### config.mk
export PLATFORM = sky130hd
export DESIGN_NAME = redundant_event_batch_sender_top
export DESIGN_NICKNAME = d
export VERILOG_FILES = /design/src/rtl/core/rebs_pkg.sv /design/src/rtl/core/redundant_event_batch_sender_top.sv
export SDC_FILE = /design/constraint.sdc
export NUM_CORES = 2
export LEC_CHECK = 0
export BUFFER_PORTS_ARGS = -buffer_cell sky130_fd_sc_hd__buf_2
export CAP_MARGIN = 20
export CORE_MARGIN = 3
export CORE_UTILIZATION = 30
export CTS_BUF_LIST = sky130_fd_sc_hd__clkbuf_2 sky130_fd_sc_hd__clkbuf_4 sky130_fd_sc_hd__clkbuf_8
export DETAILED_ROUTE_END_ITERATION = 12
export SYNTH_ARGS = -nofsm -noshare
export SYNTH_HDL_FRONTEND = slang
export SYNTH_SLANG_ARGS = --single-unit
### constraint.sdc
create_clock -name clk -period 11.82 [get_ports clk]
set_input_delay 1.182 -clock clk [delete_from_list [all_inputs] [get_ports clk]]
set_output_delay 1.182 -clock clk [all_outputs]
set_load 0.03 [all_outputs]
### src/rtl/core/rebs_pkg.sv
// Shared constants, codes and the packet planning function of the redundant
// event batch sender.
// No dependencies; imported by redundant_event_batch_sender_top.
package rebs_pkg;

    // Sizes of the history store and of one flush.
    localparam int HIST_DEPTH     = 32;
    localparam int EVENT_BITS     = 64;
    localparam int MAX_PKT_EVENTS = 16;
    localparam int MAX_RESULTS    = 48;

    localparam int IDX_W  = $clog2(HIST_DEPTH);
    localparam int CNT_W  = IDX_W + 1;
    localparam int LEN_W  = $clog2(MAX_RESULTS + MAX_PKT_EVENTS + 1);
    localparam int SEQ_W  = 32;
    localparam int TIME_W = 64;

    // Configuration register widths, limits and reset values.
    localparam int RED_W      = 3;
    localparam int BATCH_W    = 4;
    localparam int REPEAT_W   = 4;
    localparam int INTERVAL_W = 32;
    localparam int CFG_IDX_W  = 2;

    localparam logic [RED_W-1:0]      RED_LIMIT        = 3'd4;
    localparam logic [BATCH_W-1:0]    BATCH_LIMIT      = 4'd8;
    localparam logic [RED_W-1:0]      RED_RESET        = 3'd3;
    localparam logic [BATCH_W-1:0]    BATCH_RESET      = 4'd8;
    localparam logic [REPEAT_W-1:0]   REPEAT_RESET     = 4'd3;
    localparam logic [INTERVAL_W-1:0] INTERVAL_RESET   = 32'd16000;

    // Operation codes of an input beat.
    typedef enum logic [1:0] {
        OP_QUEUE = 2'd0,
        OP_FLUSH = 2'd1,
        OP_CLEAR = 2'd2
    } op_t;

    // Configuration register indexes.
    typedef enum logic [CFG_IDX_W-1:0] {
        CFG_REDUNDANCY      = 2'd0,
        CFG_BATCH_MAX       = 2'd1,
        CFG_REPEAT_COUNT    = 2'd2,
        CFG_REPEAT_INTERVAL = 2'd3
    } cfg_idx_t;

    // One planned packet: history positions from..upto-1.
    typedef struct packed {
        logic             ok;
        logic [CNT_W-1:0] from;
        logic [CNT_W-1:0] upto;
        logic [CNT_W-1:0] batch;
        logic [LEN_W-1:0] k_after;
    } plan_t;

    // Plans the next packet of a flush from the unsent count and the number
    // of results already given out. The packet is refused when nothing is
    // unsent or when it would overrun the result budget.
    function automatic plan_t plan_packet(
        input logic [CNT_W-1:0]   held,
        input logic [CNT_W-1:0]   unsent,
        input logic [RED_W-1:0]   red,
        input logic [BATCH_W-1:0] bm,
        input logic [LEN_W-1:0]   k
    );
        plan_t            p;
        logic [CNT_W-1:0] new_from;
        logic [CNT_W-1:0] red_c;
        logic [CNT_W-1:0] batch;
        logic [LEN_W-1:0] n;
        logic [LEN_W:0]   total;
        new_from = held - unsent;
        red_c    = (new_from < CNT_W'(red)) ? new_from : CNT_W'(red);
        batch    = (unsent < CNT_W'(bm)) ? unsent : CNT_W'(bm);
        n        = LEN_W'(red_c) + LEN_W'(batch);
        if (n > LEN_W'(MAX_PKT_EVENTS))
        begin
            n = LEN_W'(MAX_PKT_EVENTS);
        end
        total     = (LEN_W+1)'(k) + (LEN_W+1)'(n);
        p.ok      = (unsent != '0) && (total <= (LEN_W+1)'(MAX_RESULTS));
        p.from    = new_from - red_c;
        p.upto    = p.from + CNT_W'(n);
        p.batch   = batch;
        p.k_after = total[LEN_W-1:0];
        return p;
    endfunction

endpackage

### src/rtl/core/redundant_event_batch_sender_top.sv
// Redundant event batch sender: history ring memory, queue update logic and
// the flush sequencer that walks the memory one event per cycle.
// Depends on rebs_pkg.
//
// A queue or clear beat leaves busy low. A flush that sends results keeps
// busy high while it reads them, at most 48 results, since the single
// read port of the history memory yields one event a cycle; each result
// appears on the result ports in the cycle after its read, marked by a
// one-cycle result_valid strobe that the receiver cannot hold off. A flush
// with nothing to send leaves busy low. Configuration writes are always
// ready and should only be made while busy is low and no result is pending.
module redundant_event_batch_sender_top (
    input  logic                             clk,
    input  logic                             rst_n,
    input  logic                             start,
    output logic                             busy,
    input  logic [1:0]                       operation,
    input  logic [63:0]                      event_word,
    input  logic [63:0]                      now_us,
    input  logic                             cfg_valid,
    output logic                             cfg_ready,
    input  logic [rebs_pkg::CFG_IDX_W-1:0]   cfg_index,
    input  logic [31:0]                      cfg_data,
    output logic                             result_valid,
    output logic [63:0]                      out_event,
    output logic [31:0]                      sequence_res,
    output logic                             packet_first,
    output logic                             packet_last,
    output logic                             last
);
    import rebs_pkg::*;

    typedef enum logic {
        ST_IDLE,
        ST_EMIT
    } state_t;

    // Configuration registers.
    logic [RED_W-1:0]      redundancy_reg;
    logic [BATCH_W-1:0]    batch_max_reg;
    logic [REPEAT_W-1:0]   repeat_count_reg;
    logic [INTERVAL_W-1:0] interval_reg;

    // History bookkeeping.
    state_t                state_reg, state_next;
    logic [IDX_W-1:0]      oldest_reg, oldest_next;
    logic [CNT_W-1:0]      held_reg, held_next;
    logic [CNT_W-1:0]      unsent_reg, unsent_next;
    logic [SEQ_W-1:0]      next_seq_reg, next_seq_next;
    logic [REPEAT_W-1:0]   repeats_reg, repeats_next;
    logic [TIME_W-1:0]     last_send_reg, last_send_next;

    // Flush sequencer.
    logic [CNT_W-1:0]      cur_reg, cur_next;
    logic [CNT_W-1:0]      upto_reg, upto_next;
    logic [LEN_W-1:0]      k_reg, k_next;
    logic                  first_reg, first_next;

    // Result stage, aligned with the memory read data.
    logic                  res_valid_reg, res_valid_next;
    logic [SEQ_W-1:0]      res_seq_reg, res_seq_next;
    logic                  res_first_reg, res_first_next;
    logic                  res_plast_reg, res_plast_next;
    logic                  res_last_reg, res_last_next;

    // History memory.
    logic [EVENT_BITS-1:0] hist_mem [HIST_DEPTH];
    logic [EVENT_BITS-1:0] rd_data_reg;
    logic [IDX_W-1:0]      rd_addr;
    logic [IDX_W-1:0]      wr_addr;
    logic                  wr_en;

    // Decoded handshake and effective configuration.
    logic                  accept;
    logic [RED_W-1:0]      red_eff;
    logic [BATCH_W-1:0]    bm_eff;

    // Queue update terms.
    logic                  full;
    logic [IDX_W-1:0]      oldest_q;
    logic [CNT_W-1:0]      held_q;
    logic [CNT_W-1:0]      unsent_q;
    logic [CNT_W-1:0]      held_a;
    logic [CNT_W-1:0]      unsent_a;
    logic [LEN_W-1:0]      keep;
    logic [LEN_W-1:0]      sent;
    logic [LEN_W-1:0]      excess;
    logic [LEN_W-1:0]      spare;
    logic [LEN_W-1:0]      trim;

    // Flush terms.
    logic [TIME_W-1:0]     elapsed;
    logic                  resend_due;
    logic [CNT_W-1:0]      tail_len;
    plan_t                 plan_first;
    plan_t                 plan_more;
    logic                  pkt_end;

    assign accept    = start && (state_reg == ST_IDLE);
    assign busy      = (state_reg != ST_IDLE);
    assign cfg_ready = 1'b1;

    // Out-of-range settings are clamped where they are used.
    always_comb
    begin
        red_eff = (redundancy_reg > RED_LIMIT) ? RED_LIMIT : redundancy_reg;
        if (batch_max_reg == '0)
        begin
            bm_eff = BATCH_W'(1);
        end
        else
        begin
            bm_eff = (batch_max_reg > BATCH_LIMIT) ? BATCH_LIMIT : batch_max_reg;
        end
    end

    // Queue: make room on a full store, append, then trim sent entries
    // beyond the keep depth while more than the redundancy of sent ones stay.
    always_comb
    begin
        full     = (held_reg == CNT_W'(HIST_DEPTH));
        oldest_q = full ? oldest_reg + IDX_W'(1) : oldest_reg;
        held_q   = full ? held_reg - CNT_W'(1) : held_reg;
        unsent_q = (unsent_reg > held_q) ? held_q : unsent_reg;
        wr_addr  = oldest_q + held_q[IDX_W-1:0];
        held_a   = held_q + CNT_W'(1);
        unsent_a = (unsent_q < held_a) ? unsent_q + CNT_W'(1) : unsent_q;
        keep     = LEN_W'(red_eff) + LEN_W'({bm_eff, 1'b0});
        sent     = LEN_W'(held_a - unsent_a);
        excess   = LEN_W'(held_a) - keep;
        spare    = sent - LEN_W'(red_eff);
        if ((LEN_W'(held_a) > keep) && (sent > LEN_W'(red_eff)))
        begin
            trim = (excess < spare) ? excess : spare;
        end
        else
        begin
            trim = '0;
        end
    end

    // Flush planning. The tail resend is at most the redundancy limit long,
    // which is always inside one packet.
    always_comb
    begin
        elapsed    = now_us - last_send_reg;
        resend_due = (repeats_reg != '0) && (elapsed >= TIME_W'(interval_reg));
        tail_len   = (held_reg < CNT_W'(red_eff)) ? held_reg : CNT_W'(red_eff);
        plan_first = plan_packet(held_reg, unsent_reg, red_eff, bm_eff, '0);
        plan_more  = plan_packet(held_reg, unsent_reg, red_eff, bm_eff, k_reg);
        pkt_end    = (cur_reg + CNT_W'(1) == upto_reg);
        rd_addr    = oldest_reg + cur_reg[IDX_W-1:0];
    end

    // Next state of the sequencer and the bookkeeping.
    always_comb
    begin
        state_next     = state_reg;
        oldest_next    = oldest_reg;
        held_next      = held_reg;
        unsent_next    = unsent_reg;
        next_seq_next  = next_seq_reg;
        repeats_next   = repeats_reg;
        last_send_next = last_send_reg;
        cur_next       = cur_reg;
        upto_next      = upto_reg;
        k_next         = k_reg;
        first_next     = first_reg;
        res_valid_next = 1'b0;
        res_seq_next   = res_seq_reg;
        res_first_next = res_first_reg;
        res_plast_next = res_plast_reg;
        res_last_next  = res_last_reg;
        wr_en          = 1'b0;

        unique case (state_reg)
            ST_IDLE:
            begin
                if (accept)
                begin
                    case (op_t'(operation))
                        OP_QUEUE:
                        begin
                            wr_en         = 1'b1;
                            oldest_next   = oldest_q + trim[IDX_W-1:0];
                            held_next     = held_a - CNT_W'(trim);
                            unsent_next   = unsent_a;
                            next_seq_next = next_seq_reg + SEQ_W'(1);
                        end
                        OP_FLUSH:
                        begin
                            if (held_reg != '0)
                            begin
                                if (unsent_reg != '0)
                                begin
                                    repeats_next   = repeat_count_reg;
                                    last_send_next = now_us;
                                    if (plan_first.ok)
                                    begin
                                        cur_next    = plan_first.from;
                                        upto_next   = plan_first.upto;
                                        unsent_next = unsent_reg - plan_first.batch;
                                        k_next      = plan_first.k_after;
                                        first_next  = 1'b1;
                                        state_next  = ST_EMIT;
                                    end
                                end
                                else if (resend_due)
                                begin
                                    repeats_next   = repeats_reg - REPEAT_W'(1);
                                    last_send_next = now_us;
                                    if (tail_len != '0)
                                    begin
                                        cur_next   = held_reg - tail_len;
                                        upto_next  = held_reg;
                                        first_next = 1'b1;
                                        state_next = ST_EMIT;
                                    end
                                end
                            end
                        end
                        OP_CLEAR:
                        begin
                            oldest_next    = '0;
                            held_next      = '0;
                            unsent_next    = '0;
                            next_seq_next  = '0;
                            repeats_next   = '0;
                            last_send_next = '0;
                        end
                        default:
                        begin
                        end
                    endcase
                end
            end
            ST_EMIT:
            begin
                // One read per cycle; the side fields ride with the read.
                res_valid_next = 1'b1;
                res_seq_next   = next_seq_reg - SEQ_W'(held_reg - cur_reg);
                res_first_next = first_reg;
                res_plast_next = pkt_end;
                res_last_next  = pkt_end && !plan_more.ok;
                if (pkt_end)
                begin
                    if (plan_more.ok)
                    begin
                        cur_next    = plan_more.from;
                        upto_next   = plan_more.upto;
                        unsent_next = unsent_reg - plan_more.batch;
                        k_next      = plan_more.k_after;
                        first_next  = 1'b1;
                    end
                    else
                    begin
                        state_next = ST_IDLE;
                    end
                end
                else
                begin
                    cur_next   = cur_reg + CNT_W'(1);
                    first_next = 1'b0;
                end
            end
            default:
            begin
                state_next = ST_IDLE;
            end
        endcase
    end

    // State, configuration and result registers.
    always_ff @(posedge clk or negedge rst_n)
    begin
        if (!rst_n)
        begin
            state_reg        <= ST_IDLE;
            oldest_reg       <= '0;
            held_reg         <= '0;
            unsent_reg       <= '0;
            next_seq_reg     <= '0;
            repeats_reg      <= '0;
            last_send_reg    <= '0;
            cur_reg          <= '0;
            upto_reg         <= '0;
            k_reg            <= '0;
            first_reg        <= 1'b0;
            res_valid_reg    <= 1'b0;
            redundancy_reg   <= RED_RESET;
            batch_max_reg    <= BATCH_RESET;
            repeat_count_reg <= REPEAT_RESET;
            interval_reg     <= INTERVAL_RESET;
        end
        else
        begin
            state_reg     <= state_next;
            oldest_reg    <= oldest_next;
            held_reg      <= held_next;
            unsent_reg    <= unsent_next;
            next_seq_reg  <= next_seq_next;
            repeats_reg   <= repeats_next;
            last_send_reg <= last_send_next;
            cur_reg       <= cur_next;
            upto_reg      <= upto_next;
            k_reg         <= k_next;
            first_reg     <= first_next;
            res_valid_reg <= res_valid_next;
            if (cfg_valid && cfg_ready)
            begin
                unique case (cfg_idx_t'(cfg_index))
                    CFG_REDUNDANCY:      redundancy_reg   <= cfg_data[RED_W-1:0];
                    CFG_BATCH_MAX:       batch_max_reg    <= cfg_data[BATCH_W-1:0];
                    CFG_REPEAT_COUNT:    repeat_count_reg <= cfg_data[REPEAT_W-1:0];
                    CFG_REPEAT_INTERVAL: interval_reg     <= cfg_data[INTERVAL_W-1:0];
                    default:
                    begin
                    end
                endcase
            end
        end
    end

    // Result side fields carry no reset.
    always_ff @(posedge clk)
    begin
        res_seq_reg   <= res_seq_next;
        res_first_reg <= res_first_next;
        res_plast_reg <= res_plast_next;
        res_last_reg  <= res_last_next;
    end

    // History memory: one write port, one registered read port.
    always_ff @(posedge clk)
    begin
        if (wr_en)
        begin
            hist_mem[wr_addr] <= event_word[EVENT_BITS-1:0];
        end
        rd_data_reg <= hist_mem[rd_addr];
    end

    assign result_valid = res_valid_reg;
    assign out_event    = 64'(rd_data_reg);
    assign sequence_res = res_seq_reg;
    assign packet_first = res_first_reg;
    assign packet_last  = res_plast_reg;
    assign last         = res_last_reg;

    // The unsent events are always a part of those held.
    a_unsent_in_held: assert property (@(posedge clk) disable iff (!rst_n)
        (unsent_reg <= held_reg) && (held_reg <= CNT_W'(HIST_DEPTH)))
        else $error("unsent count exceeds held count or store depth");

    // A result only follows a cycle of the flush sequencer.
    a_result_after_emit: assert property (@(posedge clk) disable iff (!rst_n)
        result_valid |-> $past(state_reg == ST_EMIT))
        else $error("result without a preceding read");

    // The final result of a flush also closes its packet.
    a_last_closes_packet: assert property (@(posedge clk) disable iff (!rst_n)
        (result_valid && last) |-> packet_last)
        else $error("final result does not close a packet");

    // A queue beat never starts the sequencer.
    a_queue_single_cycle: assert property (@(posedge clk) disable iff (!rst_n)
        (accept && (operation == OP_QUEUE)) |=> !busy)
        else $error("queue beat left the block busy");

endmodule
==> impl_metrics.py <==
metrics = {
    "status": {
        "status": "complete, no violations",
    },
    "global_routing": {
        "grt_pass1_wl_um": 412000,
        "grt_max_degree": 204,
        "grt_pass1_vias": 60920,
        "overflow": 0,
        "antenna_found_initial": 44,
        "grt_usage_pct": 16.07,
    },
    "sta": {
        "fin_setup_tns_ps": 0,
        "min_period_over_period_pct": 88.71,
        "fin_crit_ps": 10490,
        "drv_slew": 0,
        "rsz0062_at_grt": "false",
        "finClkSkew_ps": 94.73,
        "hold_slack_ps": 147.2,
        "finalHoldViolCount": 0,
        "slew_headroom_pct": 14.18,
        "tightest_slew_ps": 1274,
        "setup-violations-final": 0,
        "fin_ws_ps": 1334,
        "fmax_mhz": 95.37,
    },
    "clock_network": {
        "htree_levels": 5,
        "clk_latency_ps": 1040,
        "cts-root-buf": "clkbuf_8",
        "clock_sinks": 2329,
        "clk_pin_slew_worst_paths_ps": 60,
        "cts_setup_buffers": 0,
        "cts_buffers": 386,
        "cts_tree": "built",
        "hold_buffers": 0,
        "cts_resized": 0,
        "clockBufferDepth": 4,
    },
    "detailed_routing": {
        "vias": 59970,
        "post_drt_wl_per_cell_um": 24.27,
        "routed_wl_um": 282100,
        "ant_nets": 0,
        "first_iter_violations": 6047,
        "vias_per_cell": 5.159,
        "drc_errors": 0,
        "first_pass_iters": 6,
    },
    "synth": {
        "synth_cell_type_count": 90,
        "synth_area_per_cell_um2": 15.62,
        "ys_seq_area_share_pct": 67.72,
        "synth_common_cells": "2083 x edfxtp_1, 742 x nand2_1, 512 x mux4_2",
        "synthXorXnorAreaFrac_pct": 1.714,
        "synth_top_family_by_area": "multiplexers",
        "synth-edff-count": 2083,
        "yosys_register_bits": 2329,
        "netlist_top_cells_area": "edfxtp_1 62%, mux4_2 11%, dfrtp_1 4.2%",
        "synth_ff_type": "edfxtp_1",
        "synthCells": 6466,
        "yosys.area_share.simple_pct": 8.413,
        "synth_area_mm2": 0.1010,
        "synth-compound-area-share_pct": 4.667,
        "synth.most_common_cell": "edfxtp_1",
        "async_flop_share_pct": 7.815,
        "synth.top_cell.area_share_pct": 61.93,
        "synthAdderAreaFrac_pct": 3.203,
        "synthMuxAreaShare_pct": 12.20,
        "synth-warning-count": 0,
        "yosys.area.top_type": "edfxtp_1",
    },
    "critical_path": {
        "crit_type": "reg2reg",
        "worst-path-buf-inv": 6,
        "r2r_slack_ps": 1330,
        "rr_startpoint": "held_reg[1]",
        "path_delay_family": "simple AND/OR/NAND/NOR gates",
        "r2r_cells": 48,
        "r2r-end": "held_reg[5]",
        "critPathRequiredTime_ps": 12720,
        "crit_path_top_delay_cell": "dfrtp_1",
        "crit_fanout": 12,
        "crit_path_start_kind": "flip-flop",
        "slowest_delay_ps": 570,
        "end_kind": "flip-flop",
        "crit_arrival_ps": 11390,
        "cp_common_cell": "ha_1",
    },
    "layout": {
        "fillers": 31870,
        "largest_reg_flops": 2048,
        "drive_gt1_share_pct": 23.20,
        "nets": 7313,
        "design_area_mm2": 0.1158,
        "utilization_pct": 34.66,
        "area_growth_pct": 14.69,
    },
    "floorplanning": {
        "io_pins": 270,
        "die-width_um": 586.3,
        "std_cell_rows": 212,
        "initial_core_util_pct": 30.22,
        "core_area_mm2": 0.3342,
        "dieArea_mm2": 0.3437,
        "die_y_um": 586.3,
    },
    "place": {
        "routabilityCongestion": 0.8585,
        "dp_hpwl_um": 152000,
        "placed_area_mm2": 0.1079,
        "port_buffers": 268,
        "place_ws_ps": 1351,
    },
    "pwr": {
        "ir_drop_uv": 586.3,
        "pwr_density_cell_mw_per_mm2": 297.3,
        "p_leak_nw": 40.01,
    },
    "job": {
        "maxCapViolations": 0,
    },
    "min_path": {
        "holdCritPathClass": "in2async",
    },
}
==> worst max path at each step <==
| stage | depth (start not counted) | startpoint | slack, ps | end |
|---|---|---|---|---|
| global route | 48 | held_reg[1] | 300 | held_reg[5] |
| finish | 48 | held_reg[1] | 1330 | held_reg[5] |
| global placement | 48 | held_reg[1] | 1260 | held_reg[5] |
| floorplan | 46 | held_reg[0] | 2160 | oldest_reg[4] |
| CTS | 47 | held_reg[1] | 1270 | held_reg[5] |
| detailed placement | 47 | held_reg[1] | 1350 | held_reg[5] |
==> final cells by class <==
cell class	instances	area [um^2]	share of cell area [%]
flip-flops and latches	2329	68400	59.04
multi-input cells	3595	30880	26.65
clock buffers	579	6968	6.015
well taps	4387	5489	4.738
repair buffers	391	2386	2.060
clock inverters	126	937.1	0.8090
inverters	195	732.0	0.6318
diodes	22	55.05	0.04752
==> metal layers <==
layer	global-route usage, %	wire length, um	vias to the layer above
met5	0	108	-
met4	4.303	6259	18
met1	21.51	117800	31050
met3	3.138	22270	437
met2	26.66	135700	2388
li1	-	-	26080
==> where the power goes <==
part,total [mW],switching [mW],internal [mW]
Clock,7.25,3.29,3.96
Combinational,17.4,10.3,7.03
Sequential,9.82,0.301,9.52
==> per-stage QoR <==
stage,power (mW),std cells
after floorplan,22.37,6473
final,34.44,11620
after detailed placement,27.43,10900
after global routing,36.82,11610
after CTS,34.81,11600
after global placement,27.46,10900
==> kinds of logic after synthesis <==
kind of cell,count (synthesis)
flip-flops,2329
XOR/XNOR,194
multiplexers,585
other,2
adder cells (fa/ha/maj),248
AO/OA/AOI/OAI,739
buffers and inverters,549
AND/OR/NAND/NOR,1820
==> cells in the final DEF (no fill, tap or decap), drive strengths merged, types with 22 or more instances in the layout <==
| master | synthesis | routed |
|---|---|---|
| a21o | 69 | 69 |
| a21oi | 160 | 160 |
| a31oi | 84 | 84 |
| and3 | 24 | 24 |
| buf | 129 | 390 |
| clkbuf | 225 | 580 |
| clkinv | 1 | 100 |
| dfrtp | 171 | 171 |
| dfxtp | 64 | 64 |
| diode | 0 | 22 |
| edfxtp | 2083 | 2083 |
| ha | 229 | 229 |
| inv | 194 | 207 |
| mux2 | 52 | 52 |
| mux4 | 512 | 512 |
| nand2 | 742 | 742 |
| nand2b | 91 | 91 |
| nand3 | 443 | 443 |
| nand4 | 40 | 40 |
| nor2 | 199 | 199 |
| nor2b | 32 | 32 |
| nor3 | 109 | 109 |
| o211ai | 83 | 83 |
| o21a | 27 | 27 |
| o21ai | 180 | 180 |
| or4 | 68 | 68 |
| xnor2 | 104 | 104 |
| xor2 | 89 | 89 |
No activity file was read; power rests on OpenSTA's default activity.
